<file path="config.mk">
export PLATFORM = sky130hd
export DESIGN_NAME = tga_rle_pixel_decoder_unit
export DESIGN_NICKNAME = d
export VERILOG_FILES = /design/src/design/tga_rle_pkg.sv /design/src/design/tga_rle_pixel_decoder_unit.sv
export VERILOG_INCLUDE_DIRS = /design/src /design/src/design
export SDC_FILE = /design/constraint.sdc
export NUM_CORES = 1
export LEC_CHECK = 0
export ABC_AREA = 1
export BUFFER_PORTS_ARGS = -buffer_cell sky130_fd_sc_hd__buf_2
export CAP_MARGIN = 10
export CORE_MARGIN = 3
export CORE_UTILIZATION = 60
export CTS_CLUSTER_DIAMETER = 40
export DETAILED_ROUTE_END_ITERATION = 7
export GPL_TIMING_DRIVEN = 0
export PLACE_DENSITY = 0.81
export SETUP_SLACK_MARGIN = 0.2
export SYNTH_ARGS = -nofsm -noshare
export SYNTH_HDL_FRONTEND = slang
export SYNTH_SLANG_ARGS = --single-unit
</file>
<file path="constraint.sdc">
create_clock -name clk -period 16.36 [get_ports clk]
set_input_delay 0.818 -clock clk [delete_from_list [all_inputs] [get_ports clk]]
set_output_delay 0.818 -clock clk [all_outputs]
set_load 0.005 [all_outputs]
</file>
<file path="src/design/assert_macros.svh">
// ----------------------------------------------------------------------------
// assert_macros.svh
// clocked assertion helpers included by the pixel decoder unit
// ----------------------------------------------------------------------------
`ifndef ASSERT_MACROS_SVH
`define ASSERT_MACROS_SVH

// property checked at every clock edge outside reset
`define ASSERT_ALWAYS(lbl, prop, msg) \
  lbl: assert property (@(posedge clk) disable iff (!rst_n) (prop)) else $error(msg);

// consequent checked in the cycle after the antecedent
`define ASSERT_NEXT(lbl, ante, cons, msg) \
  lbl: assert property (@(posedge clk) disable iff (!rst_n) (ante) |=> (cons)) else $error(msg);

`endif

</file>
<file path="src/design/tga_rle_pkg.sv">
// ----------------------------------------------------------------------------
// tga_rle_pkg
// constants and types of the targa image-data decoder
// ----------------------------------------------------------------------------
package tga_rle_pkg;

  // configuration register indexes
  typedef enum logic [1:0] {
    CFG_IMAGE_TYPE  = 2'd0,
    CFG_HAS_ALPHA   = 2'd1,
    CFG_PIXEL_COUNT = 2'd2
  } cfg_idx_t;

  localparam int unsigned CfgIdxW   = 2;
  localparam int unsigned CfgDataW  = 32;
  localparam int unsigned CountW    = 32;
  localparam int unsigned RepeatW   = 8;

  localparam logic [7:0] RunBias    = 8'd127;
  localparam logic [7:0] AlphaOpaque = 8'd255;

  localparam logic              ImageTypeRst  = 1'b1;
  localparam logic              HasAlphaRst   = 1'b0;
  localparam logic [CountW-1:0] PixelCountRst = 32'd1;

  typedef logic [1:0] slot_t;

endpackage

</file>
<file path="src/design/tga_rle_pixel_decoder_unit.sv">
// ----------------------------------------------------------------------------
// tga_rle_pixel_decoder_unit
// targa image-data decoder, raw and run-length packets, one byte per cycle
// ----------------------------------------------------------------------------
// Takes one image-data byte per cycle and emits one result per finished pixel
// or finished run packet (color, first pixel index, pixel count, done flag).
// Each accepted byte updates the decoder state in the same cycle and any
// result lands in a single output register, so results appear in the cycle after
// the byte that completes them. A new byte is taken whenever the output
// register is empty or being drained, giving a sustained rate of one byte per
// cycle; the only stall is a result held by a low out_ready. Output is clipped
// at pixel_count and further bytes are dropped until start_of_image.
`include "assert_macros.svh"

module tga_rle_pixel_decoder_unit (
  input  logic                              clk,
  input  logic                              rst_n,
  // configuration
  input  logic                              cfg_we,
  input  logic [tga_rle_pkg::CfgIdxW-1:0]   cfg_index,
  input  logic [tga_rle_pkg::CfgDataW-1:0]  cfg_data,
  // byte stream
  input  logic                              in_valid,
  output logic                              in_ready,
  input  logic [7:0]                        in_byte_value,
  input  logic                              in_start_of_image,
  // results
  output logic                              out_valid,
  input  logic                              out_ready,
  output logic [7:0]                        out_red,
  output logic [7:0]                        out_green,
  output logic [7:0]                        out_blue,
  output logic [7:0]                        out_alpha,
  output logic [tga_rle_pkg::CountW-1:0]    out_start_index,
  output logic [tga_rle_pkg::RepeatW-1:0]   out_repeat_res,
  output logic                              out_image_done
);

  localparam int unsigned CW = tga_rle_pkg::CountW;
  localparam int unsigned RW = tga_rle_pkg::RepeatW;

  // configuration registers
  logic          image_type_r;
  logic          has_alpha_r;
  logic [CW-1:0] pixel_count_r;

  // decoder state
  logic [CW-1:0]          pixels_written_r, pixels_written_nxt;
  logic [RW-1:0]          packet_remaining_r, packet_remaining_nxt;
  logic                   packet_is_run_r, packet_is_run_nxt;
  logic                   expect_header_r, expect_header_nxt;
  tga_rle_pkg::slot_t     byte_slot_r, byte_slot_nxt;
  logic [23:0]            gathered_r, gathered_nxt;
  logic                   finished_r, finished_nxt;

  // result register
  logic                   out_valid_r, out_valid_nxt;
  logic [7:0]             red_r, green_r, blue_r, alpha_r;
  logic [CW-1:0]          start_index_r;
  logic [RW-1:0]          repeat_r;
  logic                   done_r;

  // state after an optional restart
  logic [CW-1:0]          cur_pw;
  logic [RW-1:0]          cur_rem;
  logic                   cur_run, cur_exp, cur_fin;
  tga_rle_pkg::slot_t     cur_slot;
  logic [23:0]            cur_gath;

  logic                   in_fire;
  logic                   active, last_byte, emit;
  logic [7:0]             alpha_val;
  logic [RW-1:0]          want, count;
  logic [CW-1:0]          left;
  logic [CW-1:0]          pw_sum;
  logic                   done_w;

  assign in_ready = !out_valid_r || out_ready;
  assign in_fire  = in_valid && in_ready;

  always_comb begin
    cur_pw   = in_start_of_image ? '0 : pixels_written_r;
    cur_rem  = in_start_of_image ? '0 : packet_remaining_r;
    cur_run  = in_start_of_image ? 1'b0 : packet_is_run_r;
    cur_exp  = in_start_of_image ? 1'b1 : expect_header_r;
    cur_slot = in_start_of_image ? '0 : byte_slot_r;
    cur_gath = in_start_of_image ? '0 : gathered_r;
    cur_fin  = in_start_of_image ? 1'b0 : finished_r;

    pixels_written_nxt   = cur_pw;
    packet_remaining_nxt = cur_rem;
    packet_is_run_nxt    = cur_run;
    expect_header_nxt    = cur_exp;
    byte_slot_nxt        = cur_slot;
    gathered_nxt         = cur_gath;
    finished_nxt         = cur_fin;

    active    = !cur_fin && (cur_pw < pixel_count_r);
    last_byte = (cur_slot == 2'd3) || ((cur_slot == 2'd2) && !has_alpha_r);
    emit      = 1'b0;
    alpha_val = tga_rle_pkg::AlphaOpaque;
    want      = RW'(1);

    priority if (!active) begin
      // image complete or past the end: drop the byte
    end else if (image_type_r && cur_exp) begin
      // packet header
      if (!in_byte_value[7]) begin
        packet_remaining_nxt = {1'b0, in_byte_value[6:0]} + RW'(1);
        packet_is_run_nxt    = 1'b0;
      end else begin
        packet_remaining_nxt = in_byte_value - tga_rle_pkg::RunBias;
        packet_is_run_nxt    = 1'b1;
      end
      expect_header_nxt = 1'b0;
      byte_slot_nxt     = '0;
    end else if (!last_byte) begin
      unique case (cur_slot)
        2'd0:    gathered_nxt[7:0]   = in_byte_value;
        2'd1:    gathered_nxt[15:8]  = in_byte_value;
        default: gathered_nxt[23:16] = in_byte_value;
      endcase
      byte_slot_nxt = cur_slot + 2'd1;
    end else begin
      if (cur_slot == 2'd3) begin
        alpha_val = has_alpha_r ? in_byte_value : tga_rle_pkg::AlphaOpaque;
      end else begin
        gathered_nxt[23:16] = in_byte_value;
      end
      byte_slot_nxt = '0;
      emit          = 1'b1;
      if (image_type_r) begin
        if (cur_run) begin
          expect_header_nxt    = 1'b1;
          want                 = cur_rem;
          packet_remaining_nxt = '0;
        end else begin
          packet_remaining_nxt = (cur_rem != '0) ? cur_rem - RW'(1) : cur_rem;
          if (packet_remaining_nxt == '0) begin
            expect_header_nxt = 1'b1;
          end
        end
      end
    end

    // clip the run at the pixels left
    left   = pixel_count_r - cur_pw;
    count  = (left < CW'(want)) ? left[RW-1:0] : want;
    pw_sum = cur_pw + CW'(count);
    done_w = (pw_sum >= pixel_count_r);
    if (emit) begin
      pixels_written_nxt = pw_sum;
      if (done_w) begin
        finished_nxt = 1'b1;
      end
    end
  end

  always_comb begin
    if (in_fire && emit) begin
      out_valid_nxt = 1'b1;
    end else if (out_ready) begin
      out_valid_nxt = 1'b0;
    end else begin
      out_valid_nxt = out_valid_r;
    end
  end

  always_ff @(posedge clk) begin
    if (!rst_n) begin
      image_type_r <= tga_rle_pkg::ImageTypeRst;
      has_alpha_r  <= tga_rle_pkg::HasAlphaRst;
      pixel_count_r <= tga_rle_pkg::PixelCountRst;
    end else if (cfg_we) begin
      unique case (tga_rle_pkg::cfg_idx_t'(cfg_index))
        tga_rle_pkg::CFG_IMAGE_TYPE:  image_type_r  <= cfg_data[0];
        tga_rle_pkg::CFG_HAS_ALPHA:   has_alpha_r   <= cfg_data[0];
        tga_rle_pkg::CFG_PIXEL_COUNT: pixel_count_r <= cfg_data[CW-1:0];
        default: ;
      endcase
    end
  end

  always_ff @(posedge clk) begin
    if (!rst_n) begin
      pixels_written_r   <= '0;
      packet_remaining_r <= '0;
      packet_is_run_r    <= 1'b0;
      expect_header_r    <= 1'b1;
      byte_slot_r        <= '0;
      gathered_r         <= '0;
      finished_r         <= 1'b0;
      out_valid_r        <= 1'b0;
    end else begin
      out_valid_r <= out_valid_nxt;
      if (in_fire) begin
        pixels_written_r   <= pixels_written_nxt;
        packet_remaining_r <= packet_remaining_nxt;
        packet_is_run_r    <= packet_is_run_nxt;
        expect_header_r    <= expect_header_nxt;
        byte_slot_r        <= byte_slot_nxt;
        gathered_r         <= gathered_nxt;
        finished_r         <= finished_nxt;
      end
    end
  end

  always_ff @(posedge clk) begin
    if (in_fire && emit) begin
      red_r         <= gathered_nxt[23:16];
      green_r       <= gathered_nxt[15:8];
      blue_r        <= gathered_nxt[7:0];
      alpha_r       <= alpha_val;
      start_index_r <= cur_pw;
      repeat_r      <= count;
      done_r        <= done_w;
    end
  end

  assign out_valid       = out_valid_r;
  assign out_red         = red_r;
  assign out_green       = green_r;
  assign out_blue        = blue_r;
  assign out_alpha       = alpha_r;
  assign out_start_index = start_index_r;
  assign out_repeat_res  = repeat_r;
  assign out_image_done  = done_r;

  // a run in progress always has pixels left to place
  `ASSERT_ALWAYS(a_run_nonempty, !(packet_is_run_r && !expect_header_r) || (packet_remaining_r != '0), "run packet with zero remaining")
  // clipping never yields an empty result
  `ASSERT_ALWAYS(a_repeat_nonzero, !out_valid_r || (out_repeat_res != '0), "result with zero repeat")
  // the result that completes the image stops further decoding
  `ASSERT_NEXT(a_done_sets_finished, in_fire && emit && done_w, finished_r, "image done without finished")

endmodule
</file>
# Yosys cells after proc, flatten, opt, wreduce, memory -nomap -nowiden
# Index checks and enable logic that the tools add are counted.
[op_classes] n_mux=48 n_lt_le_gt_ge=3 n_reduce_logical=20 eq_ne=5 addsub=6 n_shift=0 mul=0 bitwise=4 div=0
[ops] cell="8-bit 2-to-1 mux" n=19
[ops] cell="24-bit 2-to-1 mux" n=3
[ops] cell="32-bit 2-to-1 mux" n=2
[ops] cell="32-bit by 8-bit adder with 32-bit output" n=1
[ops] cell="32-bit >= comparator" n=1
[ops] cell="32-bit < comparator" n=1
[ops] cell="32-bit by 8-bit < comparator with 1-bit output" n=1
[ops] cell="32-bit subtractor" n=1
[ops] cell="1-bit 2-to-1 mux" n=19
[ops] cell="16-bit 2-to-1 mux" n=1
[ops] cell="7-bit by 1-bit adder with 8-bit output (second input constant)" n=1
[ops] cell="8-bit zero test" n=1
[ops] cell="2-bit 2-to-1 mux" n=4
[ops] cell="8-bit nonzero test" n=1
[ops] cell="8-bit by 1-bit subtractor with 8-bit output (second input constant)" n=1
[ops] cell="8-bit by 7-bit subtractor with 8-bit output (second input constant)" n=1
[ops] cell="2-bit == test (second input constant)" n=3
[ops] cell="2-bit AND reduction" n=3
[ops] cell="1-bit logical AND" n=5
[ops] cell="5-bit OR reduction" n=1
[ops] cell="2-bit by 1-bit == test with 1-bit output (second input constant)" n=2
[ops] cell="2-bit zero test" n=2
[ops] cell="1-bit inverter" n=4
[ops] cell="1-bit zero test" n=3
[ops] cell="4 further kinds" n=5
[totals] output_inout_bits=75 in_bits=48 latchBits=0 regBits=177 romBits=0 ramBits=0 elab_cells=104 memories=0

# Longest topological paths before layout
[depth] ltp_word=13 mapped_depth=59 mapped_depth_nobuf=56

# Worst setup path before layout
# OpenSTA, ideal clock, no wires.
[synth_timing] path_type="input-to-reg" start="in in_start_of_image" end="reg finished_r" required_ns=16.290 setup_ns=0.070 slack_ns=8.352 arrival_ns=7.938 cell_stages=57 path_cell_list="buf_6 -> buf_2 -> clkbuf_1 -> nor2_1 -> ha_1 -> fa_1 -> inv_1 -> nand2_1 -> nand2_1 -> nand3_1 -> nand2_1 -> nand2_1 -> nand2_1 -> nand2_1 -> nand2_2 -> nand2_4 -> inv_4 -> nand3_4 -> [... 21 more ...] -> nand3b_1 -> o211ai_1 -> nand3_1 -> nand2_1 -> nand2_1 -> nor3_2 -> nand2_1 -> xor2_1 -> inv_1 -> ha_1 -> nand2_1 -> nor2_1 -> a211oi_1 -> o221ai_1 -> a21oi_1 -> o21ai_0 -> nand2_1 -> a21oi_1"
[synth_via] elab_cells_between_ends=29 cone_classes="add/sub (2); order compare (3); eq/ne (2); mux (17); reduce/logical (5)"
[synth_rtl] element="from (decl)" line_no="tga_rle_pixel_decoder_unit.sv:26" text="input logic in_start_of_image,"
[synth_rtl] element="32-bit 2-to-1 mux *" line_no="tga_rle_pixel_decoder_unit.sv:82" text="cur_pw = in_start_of_image ? '0 : pixels_written_r;"
[synth_rtl] element="named net cur_pw[0]" line_no="tga_rle_pixel_decoder_unit.sv:64" text="logic [CW-1:0] cur_pw;"
[synth_rtl] element="32-bit < comparator" line_no="tga_rle_pixel_decoder_unit.sv:98" text="active = !cur_fin && (cur_pw < pixel_count_r);"
[synth_rtl] element="1-bit logical AND" line_no="tga_rle_pixel_decoder_unit.sv:98"
[synth_rtl] element="8-bit 2-to-1 mux" line_no="tga_rle_pixel_decoder_unit.sv:104" text="priority if (!active) begin"
[synth_rtl] element="32-bit by 8-bit < comparator with 1-bit output" line_no="tga_rle_pixel_decoder_unit.sv:148" text="count = (left < CW'(want)) ? left[RW-1:0] : want;"
[synth_rtl] element="8-bit 2-to-1 mux *" line_no="tga_rle_pixel_decoder_unit.sv:148"
[synth_rtl] element="named net count[0]" line_no="tga_rle_pixel_decoder_unit.sv:73" text="logic [RW-1:0] want, count;"
[synth_rtl] element="32-bit by 8-bit adder with 32-bit output *" line_no="tga_rle_pixel_decoder_unit.sv:149" text="pw_sum = cur_pw + CW'(count);"
[synth_rtl] element="32-bit >= comparator *" line_no="tga_rle_pixel_decoder_unit.sv:150" text="done_w = (pw_sum >= pixel_count_r);"
[synth_rtl] element="named net done_w" line_no="tga_rle_pixel_decoder_unit.sv:76" text="logic done_w;"
[synth_rtl] element="1-bit 2-to-1 mux *" line_no="tga_rle_pixel_decoder_unit.sv:153" text="if (done_w) begin"
[synth_rtl] element="1-bit 2-to-1 mux *" line_no="tga_rle_pixel_decoder_unit.sv:151" text="if (emit) begin"
[synth_rtl] element="to (signal assigned)" line_no="tga_rle_pixel_decoder_unit.sv:203" text="finished_r <= finished_nxt;"
[synth_rtl] element="to (decl)" line_no="tga_rle_pixel_decoder_unit.sv:54" text="logic finished_r, finished_nxt;"
# Mark *: on every way through the listed nets, which the timed path passes. The rest lies on a longest branch.
# A chain may end at the register's enable or synchronous reset.

# Worst setup path in the final report
# Ends and elaborated chain as after synthesis.

==> reports/qor.txt <==
Post-CTS setup-driven buffer insertion count: 0
FMAX: 91.9 MHz
Ratio of routed vias to standard cells: 5.73
Routed len/inst: 17.8 um
Number of nets in the finished design: 2034
Reg2Reg Launch Point: pixels_written_r[24]$_SDFFE_PN0P_
Cell area after placement: 0.0133 mm2
Share of synthesized flip-flops with an asynchronous set or reset: 0%
Number of enable flip-flop cells after synthesis: 73
Root buffer selected by CTS: clkbuf_16
Number of buffers inserted for hold repair after clock tree synthesis: 0
Switching part of the total power: 33.2%
P&R area growth vs syn: 12.9%
Global-route wire length before repair: 59600 um
Share of total power in sequential cells: 39.5%
Residual overflow from global routing: 0
Required arrival time at the worst endpoint: 16.72 ns
Setup violators final: 0
Total half-perimeter wirelength after legalization and detailed placement: 30600 um
Setup slack of the critical path after layout: 5.47 ns
Main area contributors after synthesis: edfxtp_1 (18%), dfxtp_1 (17%), nand2_1 (12%)
Max Fanout on Critical Path: 10
Cell with the biggest individual delay on the critical path: o211ai_1
Commonest cells post-synth: nand2_1 (396), inv_1 (306), nor2_1 (167)
Antenna violations before repair: 1
Number of nets in the synthesized netlist: 1892
Largest vdd supply drop: 0.0000729 V
Number of sinks handled by clock tree synthesis: 177
GR Util All Layers: 34.4%
Average cell area after synthesis: 7.04 um2
Nature of the critical path endpoint: flip-flop
Post-detailed-route DRC marker count: 0
Die area: 0.0224 mm2
Overall via count from detail_route: 12500
Share of the clock period used by the worst path after layout: 66.5%
Number of filler instances in the final layout: 1759
Setup repair after global routing missed its margin: no
Worst EP arrival: 11.25 ns
CP max stage delay: 0.52 ns
Reg2reg setup slack: 6.58 ns
Number of global-route vias before repair: 11400
R2R cell count: 52
Core utilization of the finished layout: 70.3%
Most prevalent standard cell on the critical path: nand2_1
Cell Rows: 51
Commonest register cell after synthesis: dfxtp_1
Type of the tightest min-delay check: reg2reg
FF+latch count, synth: 177
Clock transition at the registers of the reported paths: 0.07 ns
Hold depth: 2
Shortest clock period the worst path allows after layout: 10.89 ns
Met1 GRT Util: 44.6%
Pins over their slew limit: 0
Met2 global-route usage: 58.9%
Sum of negative setup slack: 0 ns
DRT antenna net count: 0
CTS tree: yes
Pleak: 6.65 nW
Count of mapped cells out of synthesis: 1756
Number of distinct library cells after synthesis: 54
Cell with the most instances after synthesis: nand2_1
Clock latency on the worst-skew pair: 0.44 ns
Post-synth top area cell: edfxtp_1
Final-layout worst hold slack: 0.470 ns
GR met3 Demand/Resource: 5.15%
Proportion of layout cells with a drive suffix above 1: 11.8%
Reg-to-reg endpoint: finished_r$_SDFFE_PN0P_
Post-synth design cell area: 0.0124 mm2
Worst slack at placement: 5.45 ns
IO buf count: 121
Final hold violation count: 0
Startpoint types: primary input
Relative slew slack: 45.0%
Sw Pwr: 404 uW
Ratio of total power to cell area: 87.2 mW/mm2
Startpoint of the worst setup timing path: in_start_of_image
Count of TritonRoute iterations in the first routing pass: 6
Kind of critical path: in2reg
Number of CTS-inserted buffers: 17
Portion of synthesized cell area occupied by the leading cell type: 17.7%
Warnings, synthesis: 0
Combinational cell fraction of total power: 24.6%
Antenna Cells: 0
Std-Cell Core Area: 0.0198 mm2
Largest net degree at the start of global routing: 36
Hold path endpoint: pixels_written_r[7]$_SDFFE_PN0P_
Post-Route WL: 38800 um
Clock Skews: 0.0100 ns
Maximum buffer depth of the clock tree: 2
Chip width: 150 um
# Max-Cap Violations: 0
Height of the die: 150 um
Number of primary I/O pins: 123
Startpoint of the lowest-slack hold path: pixels_written_r[7]$_SDFFE_PN0P_
Sequential fraction of the synthesis area: 34.6%
Clk pwr share: 35.9%
Global route hottest layer: met2
Count of instances resized after the clock tree is built: 0
Initial standard-cell utilization of the core: 62.3%
Number of DRC markers after the initial detailed-route iteration: 1231
Status: completed
Placer congestion estimate: 0.982
Internal power: 813 uW
Number of H-tree branching levels: 4
Final instance area: 0.0139 mm2
Worst-Margin Slew: 0.825 ns
==> logic make-up (layout without fill, tap and decap cells) <==
logic type,Yosys count,after routing,share of synthesized area (%)
xor+xnor,46,46,3.26
buf+inv,365,520,11.5
fa+ha+maj,88,88,9.03
simple gates,735,735,25.6
compound gates,345,345,16.0
flops,177,177,34.6
==> stage by stage <==
stage,power (mW),std cells
floorplan,0.703,1756
global placement,0.774,2142
detailed placement,0.780,2144
CTS,1.21,2176
global route,1.26,2176
finish,1.22,2176
==> registers in the layout, summed over array words and instances, names as in the netlist, 2 cells and up <==
signal	count
out_red	8
packet_remaining_r	8
pixel_count_r	32
out_green	8
out_start_index	32
byte_slot_r	2
out_alpha	8
out_blue	8
gathered_r	24
out_repeat_res	8
pixels_written_r	32
==> worst max-delay path, delay by kind of cell <==
kind | cells | cell delay, ns
simple gates | 32 | 4.85
fa+ha+maj | 6 | 1.85
buf+inv | 11 | 1.84
compound gates | 8 | 1.67
xor+xnor | 1 | 0.19
==> layout by cell type, fill, tap and decap left out, types with 4 or more instances in the layout <==
cell type,netlist,layout
inv_1,306,306
buf_2,7,128
clkbuf_1,33,35
o32ai_1,4,4
nand3_1,79,79
o221ai_1,6,6
inv_2,5,5
nand2_1,396,396
nor4_1,10,10
nand4_1,25,25
buf_6,5,5
o211ai_1,13,13
xnor2_1,9,9
a21oi_1,158,158
o21ai_1,28,28
nor2_2,12,11
inv_6,0,4
nor3_1,21,21
clkbuf_16,0,17
nand3b_1,4,4
nor2_1,167,167
a211oi_1,4,4
nor2_4,3,4
ha_1,86,86
o21ai_2,16,16
o21bai_1,7,7
o21ai_0,90,90
xor2_1,37,37
dfxtp_1,104,104
edfxtp_1,73,73
buf_1,4,4
==> power by group through the flow <==
| stage | Combinational, mW | Clock [mW] | Sequential (mW) |
|---|---|---|---|
| 2_1_floorplan | 0.216 | 0 | 0.487 |
| 3_3_place_gp | 0.286 | 0 | 0.489 |
| 3_5_place_dp | 0.290 | 0 | 0.489 |
| 4_1_cts | 0.293 | 0.434 | 0.480 |
| 5_1_grt | 0.333 | 0.451 | 0.481 |
| 6_report | 0.300 | 0.437 | 0.480 |
==> how the worst max path moves through the flow <==
stage | to | depth (start not counted)
5_1_grt | finished_r$_SDFFE_PN0P_ | 58
3_3_place_gp | finished_r$_SDFFE_PN0P_ | 58
4_1_cts | finished_r$_SDFFE_PN0P_ | 58
2_1_floorplan | finished_r$_SDFFE_PN0P_ | 57
6_report | finished_r$_SDFFE_PN0P_ | 58
3_5_place_dp | finished_r$_SDFFE_PN0P_ | 58
==> layer usage <==
metal  up-vias  routed length [um]
met5         -                   0
met4         0                1180
met3       100                3130
met2       607               18700
met1      5755               15800
li1       6004                   -
==> final cells by class <==
class / count / area [um2] / area share (%)
Inverter: 315 / 1180 / 8.50
Tap cell: 265 / 332 / 2.38
Multi-Input combinational cell: 1214 / 6660 / 47.8
Clock buffer: 19 / 433 / 3.10
Sequential cell: 177 / 4270 / 30.7
Clock inverter: 13 / 174 / 1.25
Buffer: 50 / 238 / 1.70
Timing Repair Buffer: 123 / 646 / 4.63
Note: power is estimated with default switching activity, not from simulation.
